### config.mk
export PLATFORM = sky130hd
export DESIGN_NAME = knn_ctrl
export DESIGN_NICKNAME = d
export VERILOG_FILES = /design/src/rtl/knn_pkg.sv /design/src/rtl/knn_ctrl.sv
export SDC_FILE = /design/constraint.sdc
export NUM_CORES = 1
export LEC_CHECK = 0
export ABC_AREA = 1
export BUFFER_PORTS_ARGS = -buffer_cell sky130_fd_sc_hd__buf_2
export CORE_AREA = 4 4 43 45
export DETAILED_ROUTE_END_ITERATION = 16
export DIE_AREA = 0 0 47 49
export MAX_ROUTING_LAYER = met4
export PLACE_DENSITY_LB_ADDON = 0.15
export SLEW_MARGIN = 20
export SYNTH_ARGS = -nofsm -noshare
export SYNTH_HDL_FRONTEND = slang
export SYNTH_SLANG_ARGS = --single-unit
### constraint.sdc
create_clock -name clk -period 1.2 [get_ports clk]
set_input_delay 0.12 -clock clk [delete_from_list [all_inputs] [get_ports clk]]
set_output_delay 0.12 -clock clk [all_outputs]
set_load 0.02 [all_outputs]
### src/rtl/knn_pkg.sv
// Shared types, codes and sizing constants for the k-nearest-neighbor distance unit.
package knn_pkg;

    // Fixed field widths
    localparam int IDX_BITS     = 10;
    localparam int CNT_BITS     = 11;
    localparam int RANK_BITS    = 10;
    localparam int BW_BITS      = 26;
    localparam int STATUS_BITS  = 2;
    localparam int CFG_IDX_BITS = 1;
    localparam int CFG_DAT_BITS = 11;

    // Parameter defaults
    localparam int MAX_POINTS_DEF = 1024;
    localparam int COORD_BITS_DEF = 24;

    // Command codes
    localparam logic CMD_LOAD  = 1'b0;
    localparam logic CMD_QUERY = 1'b1;

    // Register indexes
    localparam logic [CFG_IDX_BITS-1:0] REG_POINTS = 1'b0;
    localparam logic [CFG_IDX_BITS-1:0] REG_RANK   = 1'b1;

    // Status codes
    localparam logic [STATUS_BITS-1:0] ST_OK    = 2'd0;
    localparam logic [STATUS_BITS-1:0] ST_RANK  = 2'd1;
    localparam logic [STATUS_BITS-1:0] ST_INDEX = 2'd2;

    typedef enum logic [3:0] {
        S_IDLE,
        S_CHECK,
        S_FETCH,
        S_FWAIT,
        S_PASS,
        S_DRAIN,
        S_DECIDE,
        S_SQSTART,
        S_SQRT,
        S_OUT
    } knn_state_t;

    // Controller to datapath
    typedef struct packed {
        logic load_we;
        logic q_start;
        logic fetch_rd;
        logic fetch_latch;
        logic pass_clear;
        logic issue;
        logic decide;
        logic sqrt_start;
        logic sqrt_step;
        logic out_load;
    } knn_cmd_t;

    // Datapath to controller
    typedef struct packed {
        logic query_err;
        logic issue_last;
        logic pipe_busy;
        logic bit_last;
        logic sqrt_done;
    } knn_stat_t;

endpackage

### src/rtl/knn_ctrl.sv
// Sequencer for load, query check, radix selection passes and square root.
module knn_ctrl (
    input  logic               clk,
    input  logic               rst_n,
    input  logic               in_valid,
    input  logic               cmd,
    input  logic               out_stall,
    input  knn_pkg::knn_stat_t stat,
    output knn_pkg::knn_cmd_t  ctl,
    output logic               in_stall,
    output logic               out_valid
);
    import knn_pkg::*;

    knn_state_t state_reg, state_next;
    logic       out_valid_reg, out_valid_next;
    logic       out_free;

    assign out_free  = !out_valid_reg || !out_stall;
    assign in_stall  = (state_reg != S_IDLE);
    assign out_valid = out_valid_reg;

    // State and output-valid registers
    always_ff @(posedge clk or negedge rst_n)
    begin
        if (!rst_n)
        begin
            state_reg     <= S_IDLE;
            out_valid_reg <= 1'b0;
        end
        else
        begin
            state_reg     <= state_next;
            out_valid_reg <= out_valid_next;
        end
    end

    // Next state
    always_comb
    begin
        state_next = state_reg;
        unique case (state_reg)
            S_IDLE:
            begin
                if (in_valid && cmd == CMD_QUERY)
                    state_next = S_CHECK;
            end
            S_CHECK:   state_next = stat.query_err ? S_OUT : S_FETCH;
            S_FETCH:   state_next = S_FWAIT;
            S_FWAIT:   state_next = S_PASS;
            S_PASS:
            begin
                if (stat.issue_last)
                    state_next = S_DRAIN;
            end
            S_DRAIN:
            begin
                if (!stat.pipe_busy)
                    state_next = S_DECIDE;
            end
            S_DECIDE:  state_next = stat.bit_last ? S_SQSTART : S_PASS;
            S_SQSTART: state_next = S_SQRT;
            S_SQRT:
            begin
                if (stat.sqrt_done)
                    state_next = S_OUT;
            end
            S_OUT:
            begin
                if (out_free)
                    state_next = S_IDLE;
            end
            default:   state_next = S_IDLE;
        endcase
    end

    // Datapath commands and output valid
    always_comb
    begin
        ctl            = '0;
        out_valid_next = out_valid_reg && out_stall;
        unique case (state_reg)
            S_IDLE:
            begin
                ctl.load_we = in_valid && cmd == CMD_LOAD;
                ctl.q_start = in_valid && cmd == CMD_QUERY;
            end
            S_FETCH:   ctl.fetch_rd = 1'b1;
            S_FWAIT:
            begin
                ctl.fetch_latch = 1'b1;
                ctl.pass_clear  = 1'b1;
            end
            S_PASS:    ctl.issue = 1'b1;
            S_DECIDE:
            begin
                ctl.decide     = 1'b1;
                ctl.pass_clear = !stat.bit_last;
            end
            S_SQSTART: ctl.sqrt_start = 1'b1;
            S_SQRT:    ctl.sqrt_step = 1'b1;
            S_OUT:
            begin
                ctl.out_load = out_free;
                if (out_free)
                    out_valid_next = 1'b1;
            end
            default:   ctl = '0;
        endcase
    end

endmodule

# [Word level (Yosys, flattened, before mapping)]
# Cells that the tools add are included.
[word_totals] register_bits=5 latchBits=0 mem_bits_rw=0 romBits=0 input_bits=10 output_inout_bits=12 wordCells=46 n_memories=0
[op_classes] n_addsub=0 mul=0 n_div=0 order_cmp=0 n_eq_ne=14 shift=0 muxes=19 n_bitwise=1 n_reduce_logical=10
[ops] cell="case mux 4 bit (10 select lines)" n=1
[ops] cell="two-way mux 4 bit" n=6
[ops] cell="equality test 4 x 3 -> 1 bit (second input constant)" n=4
[ops] cell="!= test 2 bit (second input constant)" n=5
[ops] cell="two-way mux 1 bit" n=9
[ops] cell="equality test 4 x 2 -> 1 bit (second input constant)" n=2
[ops] cell="equality test 4 bit (second input constant)" n=2
[ops] cell="AND reduction 5 bit" n=1
[ops] cell="equality test 4 x 1 -> 1 bit (second input constant)" n=1
[ops] cell="logical NOT 4 bit" n=1
[ops] cell="two-way mux 2 bit" n=2
[ops] cell="nonzero test 4 bit" n=1
[ops] cell="logical AND 1 bit" n=3
[ops] cell="logical NOT 1 bit" n=3
[ops] cell="case mux 1 bit (2 select lines)" n=1
[ops] cell="logical OR 1 bit" n=1
[ops] cell="inverter 1 bit" n=1

# [Longest topological paths before layout]
# Gate-level depths: netlist of run 1.
[depth] depth_word=4 depth_mapped=8 ltp_nobuf=8

# [Least setup slack after synthesis of run 1]
# No wires, ideal clock.
[synth_timing] path_type="reg2out" startpoint="register state_reg[1]" endpoint="output ctl[9] (netlist bit)" arrival_ns=1.457 required_time_ns=1.080 path_slack_ns=-0.377 path_stages_with_launch=4 path_buffers=0 cell_sequence="dfrtp_1 -> nor2_1 -> nand2_1 -> nor3b_1"
[synth_rtl] element="start: declaration" line_no="knn_ctrl.sv:15" text="knn_state_t state_reg, state_next;"
[synth_rtl] element="start signal: assignment" line_no="knn_ctrl.sv:33" text="state_reg <= state_next;"
[synth_rtl] element="end: declaration" line_no="knn_ctrl.sv:9" text="output knn_pkg::knn_cmd_t ctl,"

==> qor.txt, run 1 <==
worst skew pair latency: 0.25 ns
RSZ-0062 raised after global routing: true
Synth-to-Final Area Change: 85.6%
# DRC: 0
met2 Resource Use GR: 0.210
Max Clk Rate: 710 MHz
Post-synth EDFFs: 0
cts bufs inserted: 3
Setup WS post-layout: -0.208 ns
largest net degree at the start of global routing: 7
wire length per cell: 9.99 um
Largest stage delay, worst path: 0.44 ns
Nets: 122
Cell Rows: 14
GPL Wtd Cong: 0.748
Die H: 49 um
core area: 0.00147 mm2
ys async rst share: 1.00
GR peak layer: met2
synthesized area: 425 um2
Mean Syn Cell Area: 5.83 um2
post-detail-place hpwl: 962 um
H-tree depth: 1
clk sinks: 5
critical-path cell list: nor2_4 > nand2_2 > nor3b_4 > buf_6
Final Cycle Share: 1.17
Clock Path Buffers: 2
Worst-Margin Slew: 0.216 ns
hold depth: 3
Startpoint Class: flop
port bufs: 21
Worst Hold Class: in -> reg
failing checks: negative setup slack
worst vdd ir: 1.09 mV
Routed WL: 1270 um
Horiz. Die Dim: 47 um
Crit path required time: 1.08 ns
Max Clock Skew: 0.00394 ns
met1 Resource Use GR: 0.173
Seq/Total Area, Yosys: 0.294
clock transition at the registers of the reported paths: 0.05 ns
fill count: 157
Synth top area share: 0.294
synth top area cells: dfrtp_1 29%, nand2_1 19%, inv_1 15%, nand3_1 8.2%, nor2_1 7.9%
met3 usage: 0.0554
starting density of the core: 0.289
vias in the first global route: 560
Slew HR: 0.856
R2R cell count: 8
grt ovf: 0
first-pass GRT wire length: 2300 um
status: finished, violations left
dominant cell type by area after synthesis: dfrtp_1
DR pass1 iterations: 2
Finished Core Util: 0.537
most frequent cell after synthesis: nand2_1
max FFs per register: 4
Final Hold Viols: 0
initial antenna violation count: 0
Initial DRC Count: 6
Final setup viols: 14
TritonCTS clock tree: done
Ports: 22
Crit Path Category: reg -> out
Static Leak: 0.495 nW
full die area: 0.00230 mm2
ratio of cells with drive above 1 in the final layout: 0.523
prevailing post-synth register cell: dfrtp_1
Mapped Cells: 73
Final Critical Period: 1.41 ns
max-capacitance violation count: 0
GR Util All Layers: 0.139
Antenna Violating Nets Remaining: 0
Netlist cell types: 14
PD cells: 2270 mW/mm2
via count: 552
antenna cells: 0
commonest cells in the netlist: 22 x nand2_1, 17 x inv_1, 9 x nor2_1
Final Max Slew Viols: 0
Worst EP arrival: 1.29 ns
Root Driver: clkbuf_4
synth warn: 0
WHS: 0.0917 ns
Critical Path End Type: output pin
#FFs+latches synth: 5
CP Max Fanout: 4
Critical Path Slowest Stage Cell: dfrtp_2
vias per cell: 4.35
syn_nets: 83
[logic make-up (layout without fill, tap and decap cells)]
| family | count (synthesis) | count (layout) | share of synthesized area |
|---|---|---|---|
| flops | 5 | 5 | 0.294 |
| buf+inv | 17 | 55 | 0.150 |
| simple gates | 49 | 49 | 0.526 |
| compound gates | 2 | 2 | 0.0294 |
[per-stage QoR]
stage | instance area [um2] | setup slack (ns) | setup TNS [ns] | std cells | power [mW]
6_report | 790 | -0.208 | -1.82 | 127 | 1.79
5_1_grt | 790 | -0.281 | -2.99 | 127 | 1.95
4_1_cts | 771 | -0.218 | -1.89 | 126 | 1.74
3_5_place_dp | 628 | -0.0621 | -0.256 | 115 | 1.27
3_3_place_gp | 628 | -0.0532 | -0.191 | 115 | 1.26
2_1_floorplan | 465 | -0.00282 | -0.00282 | 73 | 0.954
[layout make-up]
type / instances / area (um2) / area share
clock buffers: 4 / 26.3 / 0.0333
inverters: 17 / 63.8 / 0.0808
multi-input cells: 51 / 308 / 0.390
flip-flops and latches: 5 / 129 / 0.163
well taps: 16 / 20.0 / 0.0254
repair buffers: 34 / 243 / 0.307
[routing by layer]
| layer | share of wire | vias up | wire, um |
|---|---|---|---|
| met5 | 0 | - | 0 |
| met1 | 0.41 | 244 | 525 |
| met3 | 0.051 | 0 | 65 |
| met4 | 0 | 0 | 0 |
| met2 | 0.53 | 14 | 678 |
| li1 | - | 294 | - |
[placed cells by master (no fill, tap or decap), drive strengths merged]
cell and count:
buf 33, clkbuf 4, dfrtp 5, dlygate4sd3 1
inv 17, nand2 23, nand3 7, nand4 1
nor2 14, nor3 2, nor3b 1, o21ai 1
o21bai 1, or2 1
[critical path: cells and delay by family (launching register included)]
kind	cells	cell delay (ns)
AND/OR/NAND/NOR	3	0.46
flip-flops	1	0.44
buffers and inverters	1	0.14
[path summary, 6_finish.rpt]
kind / endpoint / from / slack (ns)
worst max register to register: state_reg[3] / state_reg[2] / -0.15
worst min register to register: out_valid / out_valid / 0.49
worst min-delay path: out_valid / out_stall / 0.09
worst max-delay path: ctl[9] / state_reg[0] / -0.21
min in group asynchronous: out_valid / rst_n / 0.21
max in group asynchronous: state_reg[3] / rst_n / 0.84
[repair_timing]
item                                   CTS  global route
setup endpoints to repair               14            15
endpoints found under the hold margin    5             0
gates resized for setup                 21             4
pin swaps                                3             1
setup buffers                            6             1
hold buffers                             1             0
[power by group]
group          switching [mW]  internal (mW)
Sequential             0.0907          0.241
Clock                  0.0772          0.126
Combinational           0.690          0.565
Total                   0.858          0.933
(Power assumes the default switching activity.)
==> run 2, diff against run 1 <==
--- a/config.mk
+++ b/config.mk
@@ -10,8 +10,10 @@
 export CORE_AREA = 4 4 43 45
 export DETAILED_ROUTE_END_ITERATION = 16
 export DIE_AREA = 0 0 47 49
+export HOLD_SLACK_MARGIN = 0.03
 export MAX_ROUTING_LAYER = met4
 export PLACE_DENSITY_LB_ADDON = 0.15
+export REMOVE_ABC_BUFFERS = 1
 export SLEW_MARGIN = 20
 export SYNTH_ARGS = -nofsm -noshare
 export SYNTH_HDL_FRONTEND = slang
==> qor.txt, run 2 (synthesis gave the netlist of run 1 again) <==
Max Clk Rate: 705 MHz
sequential power share: 0.172
initial antenna violation count: 0
GR Util All Layers: 0.157
RSZ-0062 raised after global routing: true
failing checks: negative setup slack
ratio of cells with drive above 1 in the final layout: 0.623
Final Max Slew Viols: 0
Post-Layout Cell Count: 130
CP Max Fanout: 4
cts bufs inserted: 3
core area: 0.00147 mm2
TritonCTS clock tree: done
largest net degree at the start of global routing: 7
port bufs: 21
Finished Core Util: 0.592
Routed WL: 1560 um
fill count: 138
via count: 603
max-capacitance violation count: 0
most frequent cells in the layout: 16 x nand2_1, 12 x buf_2, 12 x buf_6, 12 x buf_4, 11 x inv_1
DR pass1 iterations: 4
antenna cells: 0
worst vdd ir: 0.923 mV
Slew HR: 0.783
Startpoint Class: flop
Worst-Margin Slew: 0.323 ns
Final Critical Period: 1.42 ns
Nets: 125
Crit Path Category: reg -> out
full die area: 0.00230 mm2
dpl cells: 115
Final Hold Viols: 0
Final Cycle Share: 1.18
PD cells: 2260 mW/mm2
Worst Hold Class: in -> reg
Ports: 22
Cell Rows: 14
area occupied by multi-input gates: 335 um2
Static Leak: 0.520 nW
Clk network pwr share: 0.101
Worst EP arrival: 1.30 ns
clock transition at the registers of the reported paths: 0.05 ns
Critical Path End Type: output pin
Crit path required time: 1.08 ns
Root Driver: clkbuf_4
Final setup viols: 14
Die H: 49 um
commonest non-fill, non-tap cell in the layout: nand2_1
# DRC: 0
clk sinks: 5
vias in the first global route: 616
status: finished, violations left
Reg area: 130 um2
first-pass GRT wire length: 2540 um
starting density of the core: 0.289
Logic pwr share: 0.727
grt ovf: 0
Synth-to-Final Area Change: 105%
Antenna Violating Nets Remaining: 0
Int Pwr: 1.03 mW
vias per cell: 4.64
Clock Path Buffers: 2
GPL Wtd Cong: 0.796
Initial DRC Count: 3
Setup WS post-layout: -0.219 ns
Sw Ratio: 0.479
Max Clock Skew: 0.00343 ns
Psw: 0.943 mW
H-tree depth: 1
max FFs per register: 4
worst skew pair latency: 0.25 ns
Horiz. Die Dim: 47 um
wire length per cell: 12.0 um
post-detail-place hpwl: 998 um
## run 2: final timing paths
kind	from	end	slack [ns]	cells after the start
max in group asynchronous	rst_n	state_reg[3]	0.84	2
hold / removal	out_stall	out_valid	0.11	3
min in group asynchronous	rst_n	state_reg[0]	0.21	2
setup reg to reg	state_reg[3]	state_reg[1]	-0.17	8
hold reg to reg	out_valid	out_valid	0.51	2
setup / recovery	state_reg[1]	ctl[2]	-0.22	3
## run 2: power groups by stage
| stage | logic, mW | registers [mW] | clock network, mW |
|---|---|---|---|
| after floorplan | 0.573 | 0.304 | 0 |
| after global placement | 0.911 | 0.294 | 0 |
| after detailed placement | 0.899 | 0.297 | 0 |
| after CTS | 1.26 | 0.320 | 0.208 |
| after global routing | 1.54 | 0.346 | 0.228 |
| final | 1.43 | 0.338 | 0.199 |
## run 2: through the flow
step	cell area, um2	setup TNS [ns]	worst slack, ns	hold WS, ns	power [mW]
6_report	871	-2.13	-0.219	0.108	1.97
5_1_grt	871	-3.17	-0.292	0.113	2.12
4_1_cts	797	-2.03	-0.231	0.102	1.79
3_5_place_dp	588	-0.114	-0.0535	-0.0565	1.20
3_3_place_gp	588	-0.161	-0.0714	-0.0598	1.21
2_1_floorplan	425	-0.957	-0.377	-0.176	0.877
## run 2: what timing repair did
item | 4_1_cts | 5_1_grt
hold buffers | 1 | 0
setup buffers | 8 | 3
resized for setup | 39 | 19
pin swaps | 13 | 8
hold endpoints to repair | 5 | 0
setup endpoints to repair | 14 | 14
## run 2: layout make-up
class	count	area share
multi-input cells	51	0.385
repair buffers	37	0.339
flip-flops and latches	5	0.149
inverters	17	0.0733
clock buffers	4	0.0302
well taps	16	0.0230
## run 2: worst max-delay path: stages (launching register included)
cell and delay, ns:
dfrtp_2 0.42, nand2_1 0.12, nor3_1 0.28, buf_2 0.23
## run 2: metal layers
metal | share of wire | global-route usage
met3 | 0.065 | 0.0590
met4 | 0.0090 | 0.0415
met5 | 0 | -
met1 | 0.38 | 0.177
met2 | 0.55 | 0.253
